==> config.mk <==
export PLATFORM = sky130hd
export DESIGN_NAME = tomasulo_issue_dispatch_broadcast_unit_flat
export DESIGN_NICKNAME = d
export VERILOG_FILES = /design/src/hw/rtl/tidb_pkg.sv /design/src/hw/rtl/tidb_if.sv /design/src/hw/rtl/tidb_alu.sv /design/src/hw/rtl/tomasulo_issue_dispatch_broadcast_unit.sv /design/src/flat_wrapper.sv
export SDC_FILE = /design/constraint.sdc
export NUM_CORES = 2
export LEC_CHECK = 0
export BUFFER_PORTS_ARGS = -buffer_cell sky130_fd_sc_hd__buf_2
export CAP_MARGIN = 20
export CORE_MARGIN = 4
export CORE_UTILIZATION = 40
export CTS_CLUSTER_SIZE = 30
export DETAILED_ROUTE_END_ITERATION = 10
export MAX_ROUTING_LAYER = met4
export RECOVER_POWER = 25
export SLEW_MARGIN = 20
export SYNTH_ARGS = -nofsm -noshare
export SYNTH_HDL_FRONTEND = slang
export SYNTH_HIERARCHICAL = 1
export SYNTH_SLANG_ARGS = --single-unit
==> constraint.sdc <==
create_clock -name clock -period 6.82 [get_ports clock]
set_input_delay 1.364 -clock clock [delete_from_list [all_inputs] [get_ports clock]]
set_output_delay 1.364 -clock clock [all_outputs]
set_load 0.05 [all_outputs]
==> src/hw/rtl/tidb_pkg.sv <==
// package: shared constants, types and command codes of the tomasulo unit
package tidb_pkg;

   localparam int NUM_REGS_DEF     = 8;
   localparam int ADD_STATIONS_DEF = 3;
   localparam int MUL_STATIONS_DEF = 2;
   localparam int QUEUE_DEPTH_DEF  = 16;
   localparam int DATA_WIDTH_DEF   = 32;

   localparam logic [5:0] ADD_LAT_RESET = 6'd2;
   localparam logic [5:0] MUL_LAT_RESET = 6'd10;
   localparam logic [5:0] DIV_LAT_RESET = 6'd40;

   typedef enum logic [1:0] {
      CMD_PRELOAD = 2'd0,
      CMD_ENQUEUE = 2'd1,
      CMD_TICK    = 2'd2,
      CMD_NONE    = 2'd3
   } cmd_type;

   typedef enum logic [1:0] {
      OP_ADD = 2'd0,
      OP_SUB = 2'd1,
      OP_MUL = 2'd2,
      OP_DIV = 2'd3
   } op_type;

   localparam logic [1:0] REG_ADD_LAT = 2'd0;
   localparam logic [1:0] REG_MUL_LAT = 2'd1;
   localparam logic [1:0] REG_DIV_LAT = 2'd2;

   // request to the shared arithmetic unit
   typedef struct packed {
      logic       start;
      logic [1:0] op;
   } alu_req_type;

   // status back from the shared arithmetic unit
   typedef struct packed {
      logic done;
      logic dz;
   } alu_rsp_type;

endpackage

==> src/hw/rtl/tidb_if.sv <==
// interfaces: request and response channels
interface tidb_req_if;
   logic       valid;
   logic       ready;
   logic [1:0] command;
   logic [2:0] reg_index;
   logic signed [31:0] reg_value;
   logic [1:0] opcode;
   logic [2:0] dest_reg;
   logic [2:0] src1_reg;
   logic [2:0] src2_reg;
   modport source (output valid, command, reg_index, reg_value, opcode, dest_reg,
                   src1_reg, src2_reg, input ready);
   modport sink (input valid, command, reg_index, reg_value, opcode, dest_reg,
                 src1_reg, src2_reg, output ready);
endinterface

interface tidb_rsp_if;
   logic       valid;
   logic       ready;
   logic       broadcast_valid;
   logic [2:0] broadcast_tag;
   logic [2:0] broadcast_reg;
   logic signed [31:0] broadcast_value;
   logic       divide_by_zero;
   logic       issued;
   logic       issue_stalled;
   logic       queue_full;
   logic [4:0] queue_count;
   modport source (output valid, broadcast_valid, broadcast_tag, broadcast_reg,
                   broadcast_value, divide_by_zero, issued, issue_stalled, queue_full,
                   queue_count, input ready);
   modport sink (input valid, broadcast_valid, broadcast_tag, broadcast_reg,
                 broadcast_value, divide_by_zero, issued, issue_stalled, queue_full,
                 queue_count, output ready);
endinterface

==> src/hw/rtl/tidb_alu.sv <==
// shared arithmetic unit: add, sub, shift-add multiply, restoring divide
module tidb_alu #(
   parameter int DATA_WIDTH = tidb_pkg::DATA_WIDTH_DEF
) (
   input  logic                       clock,
   input  logic                       reset,
   input  tidb_pkg::alu_req_type      req,
   input  logic [DATA_WIDTH-1:0]      a,
   input  logic [DATA_WIDTH-1:0]      b,
   output tidb_pkg::alu_rsp_type      rsp,
   output logic [DATA_WIDTH-1:0]      result
);
   localparam int CW = $clog2(DATA_WIDTH + 1);

   typedef enum logic [1:0] {S_IDLE, S_MUL, S_DIV, S_DONE} state_type;

   state_type             state_ff;
   logic [CW-1:0]         cnt_ff;
   logic [DATA_WIDTH-1:0] acc_ff, opa_ff, opb_ff, rem_ff;
   logic                  neg_ff, dz_ff;
   logic [DATA_WIDTH:0]   trial;
   logic [DATA_WIDTH-1:0] rem_sh;
   logic [DATA_WIDTH-1:0] abs_a, abs_b;

   assign abs_a  = a[DATA_WIDTH-1] ? (~a + 1'b1) : a;
   assign abs_b  = b[DATA_WIDTH-1] ? (~b + 1'b1) : b;
   assign rem_sh = {rem_ff[DATA_WIDTH-2:0], opa_ff[DATA_WIDTH-1]};
   assign trial  = {1'b0, rem_sh} - {1'b0, opb_ff};

   always_ff @(posedge clock) begin
      if (reset) begin
         state_ff <= S_IDLE;
         cnt_ff   <= '0;
      end else begin
         unique case (state_ff)
            S_IDLE: begin
               if (req.start) begin
                  dz_ff  <= 1'b0;
                  cnt_ff <= CW'(DATA_WIDTH);
                  unique case (req.op)
                     tidb_pkg::OP_ADD: begin
                        acc_ff   <= a + b;
                        state_ff <= S_DONE;
                     end
                     tidb_pkg::OP_SUB: begin
                        acc_ff   <= a - b;
                        state_ff <= S_DONE;
                     end
                     tidb_pkg::OP_MUL: begin
                        acc_ff   <= '0;
                        opa_ff   <= a;
                        opb_ff   <= b;
                        state_ff <= S_MUL;
                     end
                     default: begin
                        if (b == '0) begin
                           acc_ff   <= '0;
                           dz_ff    <= 1'b1;
                           state_ff <= S_DONE;
                        end else begin
                           opa_ff   <= abs_a;
                           opb_ff   <= abs_b;
                           rem_ff   <= '0;
                           acc_ff   <= '0;
                           neg_ff   <= a[DATA_WIDTH-1] ^ b[DATA_WIDTH-1];
                           state_ff <= S_DIV;
                        end
                     end
                  endcase
               end
            end
            S_MUL: begin
               // one bit of the multiplier per cycle, low bit first
               if (opb_ff[0]) acc_ff <= acc_ff + opa_ff;
               opa_ff <= {opa_ff[DATA_WIDTH-2:0], 1'b0};
               opb_ff <= {1'b0, opb_ff[DATA_WIDTH-1:1]};
               cnt_ff <= cnt_ff - 1'b1;
               if (cnt_ff == CW'(1)) state_ff <= S_DONE;
            end
            S_DIV: begin
               // one quotient bit per cycle, high bit first
               opa_ff <= {opa_ff[DATA_WIDTH-2:0], 1'b0};
               if (!trial[DATA_WIDTH]) begin
                  rem_ff <= trial[DATA_WIDTH-1:0];
                  acc_ff <= {acc_ff[DATA_WIDTH-2:0], 1'b1};
               end else begin
                  rem_ff <= rem_sh;
                  acc_ff <= {acc_ff[DATA_WIDTH-2:0], 1'b0};
               end
               cnt_ff <= cnt_ff - 1'b1;
               if (cnt_ff == CW'(1)) state_ff <= S_DONE;
            end
            default: begin
               if (neg_ff && !dz_ff) acc_ff <= ~acc_ff + 1'b1;
               neg_ff   <= 1'b0;
               state_ff <= S_IDLE;
            end
         endcase
      end
   end

   assign rsp.done = (state_ff == S_DONE);
   assign rsp.dz   = dz_ff;
   assign result   = (neg_ff && !dz_ff) ? (~acc_ff + 1'b1) : acc_ff;
endmodule

==> src/hw/rtl/tomasulo_issue_dispatch_broadcast_unit.sv <==
// top level: tomasulo issue, dispatch and broadcast core with csr port
//
//   channel   dir   handshake      contents
//   req       in    valid/ready    command, register preload, instruction
//   rsp       out   valid/ready    broadcast bus, issue status, queue count
//   csr       in    apb            add, mul and div latency registers
//
// preload, enqueue and unknown words go straight to the response state; a tick word
// passes through dispatch, issue and broadcast, and when the bus carries a result it
// also waits for the shared alu, which computes a mul/div broadcast result bit by bit.
// a stalled rsp.ready holds the response word until it is taken.
// reset is synchronous; it clears queue pointers, rat, stations and units.
// req.ready is low from acceptance until the response word is taken.
module tomasulo_issue_dispatch_broadcast_unit #(
   parameter int NUM_REGS     = tidb_pkg::NUM_REGS_DEF,
   parameter int ADD_STATIONS = tidb_pkg::ADD_STATIONS_DEF,
   parameter int MUL_STATIONS = tidb_pkg::MUL_STATIONS_DEF,
   parameter int QUEUE_DEPTH  = tidb_pkg::QUEUE_DEPTH_DEF,
   parameter int DATA_WIDTH   = tidb_pkg::DATA_WIDTH_DEF
) (
   input  logic        clock,
   input  logic        reset,
   tidb_req_if.sink    req,
   tidb_rsp_if.source  rsp,
   input  logic        csr_psel,
   input  logic        csr_penable,
   input  logic        csr_pwrite,
   input  logic [3:0]  csr_paddr,
   input  logic [31:0] csr_pwdata,
   output logic [31:0] csr_prdata,
   output logic        csr_pready
);
   localparam int NS  = ADD_STATIONS + MUL_STATIONS;
   localparam int TW  = $clog2(NS + 1);
   localparam int RW  = (NUM_REGS > 1) ? $clog2(NUM_REGS) : 1;
   localparam int QW  = (QUEUE_DEPTH > 1) ? $clog2(QUEUE_DEPTH) : 1;
   localparam int CW  = $clog2(QUEUE_DEPTH + 1);
   localparam int AW  = (ADD_STATIONS > 1) ? $clog2(ADD_STATIONS) : 1;
   localparam int MW  = (MUL_STATIONS > 1) ? $clog2(MUL_STATIONS) : 1;
   localparam int SW  = (NS > 1) ? $clog2(NS) : 1;

   typedef enum logic [2:0] {
      S_IDLE, S_DISP, S_ISSUE, S_BCAST, S_WAIT, S_FIN, S_OUT
   } state_type;

   // latency registers
   logic [5:0] add_lat_ff, mul_lat_ff, div_lat_ff;
   logic       csr_wr;
   assign csr_pready = 1'b1;
   assign csr_wr     = csr_psel && csr_penable && csr_pwrite;

   always_ff @(posedge clock) begin
      if (reset) begin
         add_lat_ff <= tidb_pkg::ADD_LAT_RESET;
         mul_lat_ff <= tidb_pkg::MUL_LAT_RESET;
         div_lat_ff <= tidb_pkg::DIV_LAT_RESET;
      end else if (csr_wr && csr_paddr[1:0] == 2'b00) begin
         unique case (csr_paddr[3:2])
            tidb_pkg::REG_ADD_LAT: add_lat_ff <= csr_pwdata[5:0];
            tidb_pkg::REG_MUL_LAT: mul_lat_ff <= csr_pwdata[5:0];
            tidb_pkg::REG_DIV_LAT: div_lat_ff <= csr_pwdata[5:0];
            default: ;
         endcase
      end
   end

   always_comb begin
      unique case (csr_paddr[3:2])
         tidb_pkg::REG_ADD_LAT: csr_prdata = {26'd0, add_lat_ff};
         tidb_pkg::REG_MUL_LAT: csr_prdata = {26'd0, mul_lat_ff};
         tidb_pkg::REG_DIV_LAT: csr_prdata = {26'd0, div_lat_ff};
         default:               csr_prdata = '0;
      endcase
   end

   // instruction queue memory, {op, dest, src1, src2}
   logic [10:0]     queue_mem [QUEUE_DEPTH];
   logic [10:0]     head_q;
   logic [QW-1:0]   head_ff;
   logic [CW-1:0]   occ_ff;
   logic [QW-1:0]   tail;

   // architectural state
   logic [DATA_WIDTH-1:0] regs_ff [NUM_REGS];
   logic                  ratp_ff [NUM_REGS];
   logic [TW-1:0]         ratt_ff [NUM_REGS];
   // stations: index 0..ADD-1 add class, rest mul class; tag = index+1
   logic                  busy_ff [NS];
   logic                  sop_ff  [NS];
   logic [RW-1:0]         sdst_ff [NS];
   logic [TW-1:0]         t1_ff   [NS];
   logic [TW-1:0]         t2_ff   [NS];
   logic [DATA_WIDTH-1:0] v1_ff   [NS];
   logic [DATA_WIDTH-1:0] v2_ff   [NS];
   // execution units
   logic                  abusy_ff, mbusy_ff;
   logic [AW-1:0]         aslot_ff;
   logic [MW-1:0]         mslot_ff;
   logic [5:0]            acnt_ff, mcnt_ff;

   state_type state_ff;
   logic        issued_ff, stall_ff, full_ff, bv_ff, dz_ff;
   logic [2:0]  btag_ff, breg_ff;
   logic [31:0] bval_ff;
   logic [SW-1:0] fin_ff;

   assign tail = QW'((CW'(head_ff) + occ_ff) % QUEUE_DEPTH);

   always_ff @(posedge clock) begin
      if (req.valid && req.ready && req.command == tidb_pkg::CMD_ENQUEUE
          && occ_ff < CW'(QUEUE_DEPTH))
         queue_mem[tail] <= {req.opcode, req.dest_reg, req.src1_reg, req.src2_reg};
      head_q <= queue_mem[head_ff];
   end

   // shared alu
   tidb_pkg::alu_req_type alu_req;
   tidb_pkg::alu_rsp_type alu_rsp;
   logic [DATA_WIDTH-1:0] alu_res;
   logic                  fin_md;
   logic [1:0]            fin_op;

   assign fin_op = {fin_md, sop_ff[fin_ff]};
   assign alu_req.start = (state_ff == S_BCAST) && (bv_ff);
   assign alu_req.op    = fin_op;

   tidb_alu #(.DATA_WIDTH(DATA_WIDTH)) u_alu (
      .clock  (clock),
      .reset  (reset),
      .req    (alu_req),
      .a      (v1_ff[fin_ff]),
      .b      (v2_ff[fin_ff]),
      .rsp    (alu_rsp),
      .result (alu_res)
   );

   // dispatch scan: first ready station of each class
   logic           a_rdy, m_rdy;
   logic [AW-1:0]  a_sel;
   logic [MW-1:0]  m_sel;
   always_comb begin
      a_rdy = 1'b0;
      a_sel = '0;
      for (int i = ADD_STATIONS - 1; i >= 0; i--)
         if (busy_ff[i] && t1_ff[i] == '0 && t2_ff[i] == '0) begin
            a_rdy = 1'b1;
            a_sel = AW'(i);
         end
      m_rdy = 1'b0;
      m_sel = '0;
      for (int i = MUL_STATIONS - 1; i >= 0; i--)
         if (busy_ff[ADD_STATIONS + i] && t1_ff[ADD_STATIONS + i] == '0
             && t2_ff[ADD_STATIONS + i] == '0) begin
            m_rdy = 1'b1;
            m_sel = MW'(i);
         end
   end

   // issue scan on the queue head
   logic          h_md;
   logic [RW-1:0] h_d, h_s1, h_s2;
   logic          free_ok;
   logic [SW-1:0] free_sel;
   assign h_md = head_q[10];
   assign h_d  = RW'(head_q[8:6] % NUM_REGS);
   assign h_s1 = RW'(head_q[5:3] % NUM_REGS);
   assign h_s2 = RW'(head_q[2:0] % NUM_REGS);
   always_comb begin
      free_ok  = 1'b0;
      free_sel = '0;
      if (h_md) begin
         for (int i = MUL_STATIONS - 1; i >= 0; i--)
            if (!busy_ff[ADD_STATIONS + i]) begin
               free_ok  = 1'b1;
               free_sel = SW'(ADD_STATIONS + i);
            end
      end else begin
         for (int i = ADD_STATIONS - 1; i >= 0; i--)
            if (!busy_ff[i]) begin
               free_ok  = 1'b1;
               free_sel = SW'(i);
            end
      end
   end

   logic [TW-1:0] fin_tag;
   logic [RW-1:0] fin_dst;
   assign fin_tag = TW'(fin_ff) + TW'(1);
   assign fin_dst = sdst_ff[fin_ff];

   assign req.ready = (state_ff == S_IDLE);
   assign rsp.valid = (state_ff == S_OUT);
   assign rsp.broadcast_valid = bv_ff;
   assign rsp.broadcast_tag   = btag_ff;
   assign rsp.broadcast_reg   = breg_ff;
   assign rsp.broadcast_value = bval_ff;
   assign rsp.divide_by_zero  = dz_ff;
   assign rsp.issued          = issued_ff;
   assign rsp.issue_stalled   = stall_ff;
   assign rsp.queue_full      = full_ff;
   assign rsp.queue_count     = 5'(occ_ff);

   always_ff @(posedge clock) begin
      if (reset) begin
         state_ff <= S_IDLE;
         head_ff  <= '0;
         occ_ff   <= '0;
         abusy_ff <= 1'b0;
         mbusy_ff <= 1'b0;
         acnt_ff  <= '0;
         mcnt_ff  <= '0;
         aslot_ff <= '0;
         mslot_ff <= '0;
         for (int i = 0; i < NUM_REGS; i++) begin
            regs_ff[i] <= '0;
            ratp_ff[i] <= 1'b0;
            ratt_ff[i] <= '0;
         end
         for (int i = 0; i < NS; i++) begin
            busy_ff[i] <= 1'b0;
            sop_ff[i]  <= 1'b0;
            sdst_ff[i] <= '0;
            t1_ff[i]   <= '0;
            t2_ff[i]   <= '0;
            v1_ff[i]   <= '0;
            v2_ff[i]   <= '0;
         end
      end else begin
         unique case (state_ff)
            S_IDLE: begin
               if (req.valid) begin
                  issued_ff <= 1'b0;
                  stall_ff  <= 1'b0;
                  full_ff   <= 1'b0;
                  bv_ff     <= 1'b0;
                  btag_ff   <= '0;
                  breg_ff   <= '0;
                  bval_ff   <= '0;
                  dz_ff     <= 1'b0;
                  fin_md    <= 1'b0;
                  unique case (req.command)
                     tidb_pkg::CMD_PRELOAD: begin
                        regs_ff[RW'(req.reg_index % NUM_REGS)] <=
                           DATA_WIDTH'($signed(req.reg_value));
                        ratp_ff[RW'(req.reg_index % NUM_REGS)] <= 1'b0;
                        ratt_ff[RW'(req.reg_index % NUM_REGS)] <= '0;
                        state_ff <= S_OUT;
                     end
                     tidb_pkg::CMD_ENQUEUE: begin
                        if (occ_ff >= CW'(QUEUE_DEPTH)) full_ff <= 1'b1;
                        else occ_ff <= occ_ff + 1'b1;
                        state_ff <= S_OUT;
                     end
                     tidb_pkg::CMD_TICK: begin
                        // countdowns
                        if (abusy_ff && acnt_ff != '0) acnt_ff <= acnt_ff - 1'b1;
                        if (mbusy_ff && mcnt_ff != '0) mcnt_ff <= mcnt_ff - 1'b1;
                        state_ff <= S_DISP;
                     end
                     default: state_ff <= S_OUT;
                  endcase
               end
            end
            S_DISP: begin
               if (!abusy_ff && a_rdy) begin
                  abusy_ff <= 1'b1;
                  aslot_ff <= a_sel;
                  acnt_ff  <= add_lat_ff;
               end
               if (!mbusy_ff && m_rdy) begin
                  mbusy_ff <= 1'b1;
                  mslot_ff <= m_sel;
                  mcnt_ff  <= sop_ff[ADD_STATIONS + int'(m_sel)] ? div_lat_ff : mul_lat_ff;
               end
               state_ff <= S_ISSUE;
            end
            S_ISSUE: begin
               if (occ_ff != '0) begin
                  if (free_ok) begin
                     issued_ff          <= 1'b1;
                     busy_ff[free_sel]  <= 1'b1;
                     sop_ff[free_sel]   <= head_q[9];
                     sdst_ff[free_sel]  <= h_d;
                     t1_ff[free_sel]    <= ratp_ff[h_s1] ? ratt_ff[h_s1] : '0;
                     v1_ff[free_sel]    <= ratp_ff[h_s1] ? '0 : regs_ff[h_s1];
                     t2_ff[free_sel]    <= ratp_ff[h_s2] ? ratt_ff[h_s2] : '0;
                     v2_ff[free_sel]    <= ratp_ff[h_s2] ? '0 : regs_ff[h_s2];
                     ratp_ff[h_d]       <= 1'b1;
                     ratt_ff[h_d]       <= TW'(free_sel) + TW'(1);
                     head_ff <= QW'((CW'(head_ff) + CW'(1)) % QUEUE_DEPTH);
                     occ_ff  <= occ_ff - 1'b1;
                  end else begin
                     stall_ff <= 1'b1;
                  end
               end
               // pick the finishing unit, mul/div first
               if (mbusy_ff && mcnt_ff == '0) begin
                  bv_ff  <= 1'b1;
                  fin_md <= 1'b1;
                  fin_ff <= SW'(ADD_STATIONS + int'(mslot_ff));
                  mbusy_ff <= 1'b0;
               end else if (abusy_ff && acnt_ff == '0) begin
                  bv_ff  <= 1'b1;
                  fin_md <= 1'b0;
                  fin_ff <= SW'(aslot_ff);
                  abusy_ff <= 1'b0;
               end
               state_ff <= S_BCAST;
            end
            S_BCAST: begin
               state_ff <= bv_ff ? S_WAIT : S_OUT;
            end
            S_WAIT: begin
               if (alu_rsp.done) state_ff <= S_FIN;
            end
            S_FIN: begin
               btag_ff <= 3'(fin_tag);
               breg_ff <= 3'(fin_dst);
               bval_ff <= 32'(alu_res);
               dz_ff   <= alu_rsp.dz && fin_md;
               busy_ff[fin_ff] <= 1'b0;
               sop_ff[fin_ff]  <= 1'b0;
               sdst_ff[fin_ff] <= '0;
               t1_ff[fin_ff]   <= '0;
               t2_ff[fin_ff]   <= '0;
               v1_ff[fin_ff]   <= '0;
               v2_ff[fin_ff]   <= '0;
               for (int i = 0; i < NS; i++) begin
                  if (busy_ff[i] && SW'(i) != fin_ff) begin
                     if (t1_ff[i] == fin_tag) begin
                        t1_ff[i] <= '0;
                        v1_ff[i] <= alu_res;
                     end
                     if (t2_ff[i] == fin_tag) begin
                        t2_ff[i] <= '0;
                        v2_ff[i] <= alu_res;
                     end
                  end
               end
               if (ratp_ff[fin_dst] && ratt_ff[fin_dst] == fin_tag) begin
                  ratp_ff[fin_dst] <= 1'b0;
                  ratt_ff[fin_dst] <= '0;
                  regs_ff[fin_dst] <= alu_res;
               end
               if (fin_md) mcnt_ff <= '0;
               else acnt_ff <= '0;
               state_ff <= S_OUT;
            end
            default: begin
               if (rsp.ready) state_ff <= S_IDLE;
            end
         endcase
      end
   end
endmodule

==> src/flat_wrapper.sv <==
// flat-port wrapper written by rule: the top's interface ports become plain ports
module tomasulo_issue_dispatch_broadcast_unit_flat 
#(
   parameter int NUM_REGS     = tidb_pkg::NUM_REGS_DEF,
   parameter int ADD_STATIONS = tidb_pkg::ADD_STATIONS_DEF,
   parameter int MUL_STATIONS = tidb_pkg::MUL_STATIONS_DEF,
   parameter int QUEUE_DEPTH  = tidb_pkg::QUEUE_DEPTH_DEF,
   parameter int DATA_WIDTH   = tidb_pkg::DATA_WIDTH_DEF
)
  (clock, reset, csr_psel, csr_penable, csr_pwrite, csr_paddr, csr_pwdata, csr_prdata, csr_pready, req_valid, req_command, req_reg_index, req_reg_value, req_opcode, req_dest_reg, req_src1_reg, req_src2_reg, req_ready, rsp_valid, rsp_broadcast_valid, rsp_broadcast_tag, rsp_broadcast_reg, rsp_broadcast_value, rsp_divide_by_zero, rsp_issued, rsp_issue_stalled, rsp_queue_full, rsp_queue_count, rsp_ready);
  tidb_req_if req_i ();
  tidb_rsp_if rsp_i ();
  input  logic clock;
  input  logic reset;
  input  logic csr_psel;
  input  logic csr_penable;
  input  logic csr_pwrite;
  input  logic [3:0] csr_paddr;
  input  logic [31:0] csr_pwdata;
  output logic [31:0] csr_prdata;
  output logic csr_pready;
  input wire logic [$bits(req_i.valid)-1:0] req_valid;
  input wire logic [$bits(req_i.command)-1:0] req_command;
  input wire logic [$bits(req_i.reg_index)-1:0] req_reg_index;
  input wire logic [$bits(req_i.reg_value)-1:0] req_reg_value;
  input wire logic [$bits(req_i.opcode)-1:0] req_opcode;
  input wire logic [$bits(req_i.dest_reg)-1:0] req_dest_reg;
  input wire logic [$bits(req_i.src1_reg)-1:0] req_src1_reg;
  input wire logic [$bits(req_i.src2_reg)-1:0] req_src2_reg;
  output wire logic [$bits(req_i.ready)-1:0] req_ready;
  output wire logic [$bits(rsp_i.valid)-1:0] rsp_valid;
  output wire logic [$bits(rsp_i.broadcast_valid)-1:0] rsp_broadcast_valid;
  output wire logic [$bits(rsp_i.broadcast_tag)-1:0] rsp_broadcast_tag;
  output wire logic [$bits(rsp_i.broadcast_reg)-1:0] rsp_broadcast_reg;
  output wire logic [$bits(rsp_i.broadcast_value)-1:0] rsp_broadcast_value;
  output wire logic [$bits(rsp_i.divide_by_zero)-1:0] rsp_divide_by_zero;
  output wire logic [$bits(rsp_i.issued)-1:0] rsp_issued;
  output wire logic [$bits(rsp_i.issue_stalled)-1:0] rsp_issue_stalled;
  output wire logic [$bits(rsp_i.queue_full)-1:0] rsp_queue_full;
  output wire logic [$bits(rsp_i.queue_count)-1:0] rsp_queue_count;
  input wire logic [$bits(rsp_i.ready)-1:0] rsp_ready;
  assign req_i.valid = req_valid;
  assign req_i.command = req_command;
  assign req_i.reg_index = req_reg_index;
  assign req_i.reg_value = req_reg_value;
  assign req_i.opcode = req_opcode;
  assign req_i.dest_reg = req_dest_reg;
  assign req_i.src1_reg = req_src1_reg;
  assign req_i.src2_reg = req_src2_reg;
  assign req_ready = req_i.ready;
  assign rsp_valid = rsp_i.valid;
  assign rsp_broadcast_valid = rsp_i.broadcast_valid;
  assign rsp_broadcast_tag = rsp_i.broadcast_tag;
  assign rsp_broadcast_reg = rsp_i.broadcast_reg;
  assign rsp_broadcast_value = rsp_i.broadcast_value;
  assign rsp_divide_by_zero = rsp_i.divide_by_zero;
  assign rsp_issued = rsp_i.issued;
  assign rsp_issue_stalled = rsp_i.issue_stalled;
  assign rsp_queue_full = rsp_i.queue_full;
  assign rsp_queue_count = rsp_i.queue_count;
  assign rsp_i.ready = rsp_ready;
  tomasulo_issue_dispatch_broadcast_unit #(.NUM_REGS(NUM_REGS), .ADD_STATIONS(ADD_STATIONS), .MUL_STATIONS(MUL_STATIONS), .QUEUE_DEPTH(QUEUE_DEPTH), .DATA_WIDTH(DATA_WIDTH)) u_core (.clock(clock), .reset(reset), .req(req_i), .rsp(rsp_i), .csr_psel(csr_psel), .csr_penable(csr_penable), .csr_pwrite(csr_pwrite), .csr_paddr(csr_paddr), .csr_pwdata(csr_pwdata), .csr_prdata(csr_prdata), .csr_pready(csr_pready));
endmodule
### Word level (Yosys, flattened, before mapping)

Memories as Yosys holds them, arrays and structs flattened. A register that Yosys moved wholly into a read port is not among the register bits.
Cells that the tools add are included.
Widths: inputs -> output; s select.

* output and inout bits: 83
* input bits: 91
* register bits after elaboration: 231
* RAM bits: 839
* memories kept: 11

* equal/unequal tests: 56
* bitwise operators: 26
* mux-type cells: 261
* reductions and logical operators: 113
* $lt $le $gt $ge: 2
* add/subtract/negate cells: 18

Memory list
* u_core.regs_ff: depth 8, width 32, read ports 2, clocked after memory_dff 0, write ports 8, line tomasulo_issue_dispatch_broadcast_unit.sv:84 `logic [DATA_WIDTH-1:0] regs_ff [NUM_REGS];`
* u_core.queue_mem: depth 16, width 11, read ports 1, clocked after memory_dff 1, write ports 1, line tomasulo_issue_dispatch_broadcast_unit.sv:77 `logic [10:0] queue_mem [QUEUE_DEPTH];`
* u_core.v1_ff: depth 5, width 32, read ports 1, clocked after memory_dff 1, write ports 6, line tomasulo_issue_dispatch_broadcast_unit.sv:93 `logic [DATA_WIDTH-1:0] v1_ff [NS];`
* u_core.v2_ff: depth 5, width 32, read ports 1, clocked after memory_dff 1, write ports 6, line tomasulo_issue_dispatch_broadcast_unit.sv:94 `logic [DATA_WIDTH-1:0] v2_ff [NS];`
* u_core.ratt_ff: depth 8, width 3, read ports 3, clocked after memory_dff 0, write ports 8, line tomasulo_issue_dispatch_broadcast_unit.sv:86 `logic [TW-1:0] ratt_ff [NUM_REGS];`
* u_core.sdst_ff: depth 5, width 3, read ports 1, clocked after memory_dff 1, write ports 5, line tomasulo_issue_dispatch_broadcast_unit.sv:90 `logic [RW-1:0] sdst_ff [NS];`
* 5 more memories

Operator list (number)
* $mux 32: 26
* $pmux 32 s2: 6
* $mux 3: 51
* $mux 1: 128
* $reduce_or 32->1: 4
* $mux 31: 4
* $add 32x1->32 const B: 3
* $not 32->32: 3
* $pmux 32 s3: 1
* $mux 6: 12
* $add 32x32->32: 2
* $pmux 31 s2: 1
* $pmux 6 s3: 3
* $eq 3x3->1: 11
* $logic_not 3->1: 11
* $sub 32x32->33: 1
* $logic_not 32->1: 1
* $sub 32x32->32: 1
* $logic_and 1x1->1: 31
* $reduce_and 5->1: 6
* $ne 2x2->1 const B: 13
* $mux 5: 5
* $reduce_and 3->1: 8
* $reduce_or 3->1: 8
* 44 further kinds: 136

### Depth between registers and ports, before layout

An unclocked memory read counts as a cell.

* depth after elaboration: 13
* mapped depth: 25

### Modules after synthesis

The synthesis kept the hierarchy.

Modules (own cells, without submodules)
* tomasulo_issue_dispatch_broadcast_unit: seq. area each 33952.6 µm², cells an instance 3515, area an instance 54247.0 µm², instances 1
* tidb_alu: seq. area each 4033.9 µm², cells an instance 1657, area an instance 13569.3 µm², instances 1

### Worst setup path after synthesis

Ideal clock, no wire load.

* kind: input -> register
* from: input port reset
* to: memory u_core/sdst_ff[6][0] in the netlist's numbering, enable pin
* library setup time: 0.577 ns
* path slack: -0.423 ns
* data required time: 6.243 ns
* cell stages on the path: 6
* arrival time: 6.665 ns
* cells stage by stage: inv_2 > nand2_1 > o311a_1 > a21oi_1 > o21ai_1 > nor3_1

RTL lines
* start: declaration: line flat_wrapper.sv:14 `input logic reset;`
* end: declaration: line tomasulo_issue_dispatch_broadcast_unit.sv:90

==> results by stage <==
STA:
- The upper clock frequency limit is approximately 160 MHz.
- The count of final setup violators is 0.
- The max-slew violation total from the final report was ~270.
- For the pin with the worst max-slew slack, the measured transition is 3190 ps.
- The worst path needs approximately 6300 ps of the cycle, external delays included.
- The fraction of the cycle the final worst path needs is 0.924.
- Setup repair after global routing left no endpoint under its margin.
- The total count of hold-check failures in the final report is 0.
- The worst clock skew is between 40 and 50 ps.
- Hold timing on the final database bottoms out at a slack of 472 ps.
- Once routing completed, OpenROAD measured the worst setup slack at 518 ps.
- The worst slew margin relative to its limit is -1.13.

Floorplanning:
- Measured along the y axis, the die boundary spans ~420 um.
- The x dimension of the die is ~420 um.
- The die covers about 180,000 um2.
- The count of standard-cell rows is 150.
- The initial cell density of the core is 0.404.
- The total area inside the core boundary comes to between 150,000 and 200,000 um2.
- During I/O placement, the number of pins put on the boundary was between 150 and 200.

Placement:
- In this run the cell area measured after placement is just over 70,000 um2.
- The placer's final routability congestion estimate is slightly below 0.9.
- Summed over all nets, the half-perimeter wirelength after detailed placement is around 130,000 um.
- The worst setup slack before clock tree synthesis is ~640 ps.
- Buffers placed on the I/O ports in this run total 120.

Route:
- The total wire length is roughly 200,000 um.
- The count of unresolved DRC violations after routing is 0.
- The detailed router finished its first iteration with 4,378 violations.
- The remaining antenna violation count is 0.
- In the final routed layout, each cell accounts on average for between 20 and 30 um.
- The final route contains around 45,000 vias.
- The via density per instance is 5.90.
- The number of iterations in the first detailed-routing pass is 6.

Clock tree:
- The post-cts repair resize count is 0.
- Post-CTS timing repair inserted 0 buffers for setup.
- For this design, the sink count on the clock tree is around 1,300.
- The quantity of hold-fixing buffers added after cts is 0.
- The root buffer cell is sky130_fd_sc_hd__clkbuf_16.
- The CTS tree is done.
- Clock-pin slew was measured on the worst setup and hold paths at roughly 60 ps.
- The H-tree generated during clock tree synthesis spans 4 levels.
- In this run the deepest clock path goes through 3 buffers.
- TritonCTS created ~140 clock buffers.
- The clock latency at the later pin of the worst-skew pair is 790 ps.

Worst setup path:
- Of all nets on the critical path, the largest fanout is 21.
- STA classifies the critical path endpoint as a register.
- For the worst setup path, the data required time is ~7300 ps.
- STA classifies the critical path startpoint as a register.
- Walking the worst path, the cells encountered are buf_4 -> mux4_2 -> mux2_2 -> nor4_1 -> nand4_1 -> nor4_1 -> nor2_1 -> xnor2_1 -> ha_1 -> nand2_1 -> o21ai_0 -> a211oi_1 -> a211oi_1 -> a311oi_2 -> buf_4 -> o41ai_1 -> xor2_1 -> a222oi_1 -> a21oi_1.
- The setup check on the worst reg-to-reg path leaves a slack of between 500 and 600 ps.
- The data arrival time of the worst path is a little under 7000 ps.
- The biggest cell delay along the critical path is approximately 620 ps.
- The slowest stage of the critical path belongs to the cell sky130_fd_sc_hd__dfxtp_4.
- The setup path with the least slack is of type register to register.

Yosys:
- The portion of the post-synthesis area used by sequential elements is 0.560.
- Among all flip-flop cells after synthesis, the most frequent one is sky130_fd_sc_hd__edfxtp_1.
- The mean post-synth cell area is between 10 and 15 um2.
- The share of synthesized area in the top cell type comes to 0.540.
- In the synthesized netlist, the number of instances is 5,172.
- For this run, the number of Yosys warnings is 6.
- In the synthesized netlist the async set-or-reset flop fraction comes to 0.
- In the post-synthesis netlist, the biggest area contributors are sky130_fd_sc_hd__edfxtp_1, sky130_fd_sc_hd__mux4_2, sky130_fd_sc_hd__mux2i_1.
- The synthesized design contains ~1,200 enable-type register cells.
- The synthesized flop and latch total is 1,288.
- The post-synth design cell area is about 68,000 um2.
- The post-synthesis cell type with the largest combined area is sky130_fd_sc_hd__edfxtp_1.
- The number of distinct library cells after synthesis is 100.

Global route:
- Across every metal layer, demand over resource in global routing totals 0.227.
- The via count of the first global-routing pass came to approximately 44,000.
- The largest net degree at the start of global routing is 85.
- The first-pass GRT wire length is 290,000 um.
- The initial antenna violation count was 6.
- The overflow left after global routing is 0.

Final layout:
- The largest registers in the layout are u_core/regs_ff x256, u_core/v1_ff x256, u_core/v2_ff x256.
- The library cell used most frequently in the layout, excluding fill and tap cells, is sky130_fd_sc_hd__edfxtp_1.
- Leaving out fill and tap cells, the most frequent cells in the layout are sky130_fd_sc_hd__edfxtp_1, sky130_fd_sc_hd__nor2_1, sky130_fd_sc_hd__nand2_1.
- The signed area change from the synthesized netlist to the final layout is 11.8%.
- The net count of the finished layout is about 5,500.
- The share of final-layout standard cells stronger than drive strength 1 is 0.183.
- After filler insertion, the fill cell instance count of the layout stands at roughly 15,000.
- With fillers left out, the area of the finished cells amounts to 75,800 um2.

Pwr:
- The worst-case IR drop observed on VDD is 0.309 mV.
- The cell area power density is approximately 270 nW/um2.
- The leakage power is about 0.028 uW.

Hold path:
- The class of the tightest hold or removal check is register to register.

Outcome:
- The flow ran to the end, but the final reports show violations.
- The final reports fail on capacitance limit, slew limit.

Flow run:
- Max-cap violations in this run came to 7.
==> layout make-up <==
type / count / area [um2] / share of cell area
inverters: 153 / 574 / 0.00757
diodes: 3 / 7.51 / 0.0000990
well taps: 2204 / 2760 / 0.0364
clock inverters: 68 / 741 / 0.00977
repair buffers: 273 / 1700 / 0.0224
flip-flops and latches: 1288 / 38000 / 0.501
clock buffers: 194 / 3900 / 0.0514
multi-input cells: 3402 / 28100 / 0.371
==> where the power goes <==
part           internal [uW]  switching [uW]  total [uW]
combinational           1250            2330        3580
sequential              9130             291        9420
clock                   4420            3240        7660
total                  14800            5850       20700
==> metrics by stage <==
stage / TNS (ps) / power [uW] / utilization / cells
CTS: 0 / 20800 / 0.453 / 7582
global route: 0 / 21500 / 0.452 / 7584
global placement: 0 / 13100 / 0.426 / 7320
finish: 0 / 20700 / 0.452 / 7585
detailed placement: 0 / 13100 / 0.426 / 7320
floorplan: -57510 / 11900 / - / 5197
==> critical path, delay by kind of cell (launching register included) <==
| kind | cells | cell delay (ps) |
|---|---|---|
| AOI/OAI and AO/OA | 7 | 2060 |
| xor gates and xnor gates | 2 | 310 |
| adders and majority gates | 1 | 400 |
| buffers and inverters | 2 | 500 |
| DFF | 1 | 620 |
| muxes | 2 | 850 |
| and+or+nand+nor | 5 | 1230 |
==> logic make-up after synthesis <==
group,Yosys count,synth area share
simple gates,1369,0.0969
compound gates,858,0.0757
fa+ha+maj,125,0.0236
mux,790,0.182
other cells,2,0.000111
xor+xnor,233,0.0303
flops,1288,0.560
buf+inv,507,0.0309
==> final timing paths <==
path | depth (start not counted) | to | start
setup / recovery | 19 | u_core/u_alu/acc_ff[25] | register
hold / removal | 2 | u_core/aslot_ff[0] | u_core/aslot_ff[0]
setup reg to reg | 19 | u_core/u_alu/acc_ff[25] | register
hold reg to reg | 2 | u_core/aslot_ff[0] | u_core/aslot_ff[0]
==> cell usage after synthesis, types with 11 or more instances <==
master and number:
sky130_fd_sc_hd__a211oi_1 19, sky130_fd_sc_hd__o31ai_1 20, sky130_fd_sc_hd__nand4_1 18, sky130_fd_sc_hd__buf_2 29
sky130_fd_sc_hd__nand2b_1 28, sky130_fd_sc_hd__dfxtp_1 69, sky130_fd_sc_hd__nor2_1 394, sky130_fd_sc_hd__o21a_1 23
sky130_fd_sc_hd__a221oi_1 19, sky130_fd_sc_hd__nor2b_1 30, sky130_fd_sc_hd__mux2i_1 285, sky130_fd_sc_hd__mux4_2 332
sky130_fd_sc_hd__ha_1 120, sky130_fd_sc_hd__xor2_1 105, sky130_fd_sc_hd__o21ai_0 295, sky130_fd_sc_hd__xnor2_1 126
sky130_fd_sc_hd__o21bai_1 11, sky130_fd_sc_hd__mux2_2 142, sky130_fd_sc_hd__nor3_1 56, sky130_fd_sc_hd__or3_1 29
sky130_fd_sc_hd__a31oi_1 12, sky130_fd_sc_hd__nand3_1 186, sky130_fd_sc_hd__nand3b_1 16, sky130_fd_sc_hd__mux2i_2 30
sky130_fd_sc_hd__nor4_1 61, sky130_fd_sc_hd__nand2_1 376, sky130_fd_sc_hd__inv_1 150, sky130_fd_sc_hd__a21o_1 38
sky130_fd_sc_hd__edfxtp_1 1219, sky130_fd_sc_hd__buf_1 71, sky130_fd_sc_hd__and2_1 36, sky130_fd_sc_hd__and3_1 67
sky130_fd_sc_hd__buf_4 34, sky130_fd_sc_hd__or2_2 13, sky130_fd_sc_hd__o41ai_1 12, sky130_fd_sc_hd__a21oi_1 293
sky130_fd_sc_hd__clkbuf_1 216
==> routing by layer <==
layer / part of all wire / vias up / routed length, um / GRT usage
li1: - / 20000 / - / -
met1: 0.42 / 22800 / 82600 / 0.301
met2: 0.49 / 1667 / 95700 / 0.368
met3: 0.069 / 288 / 13600 / 0.0344
met4: 0.026 / 0 / 5050 / 0.0611
met5: 0 / - / 0 / -
Note: power is estimated with default switching activity, not from simulation.
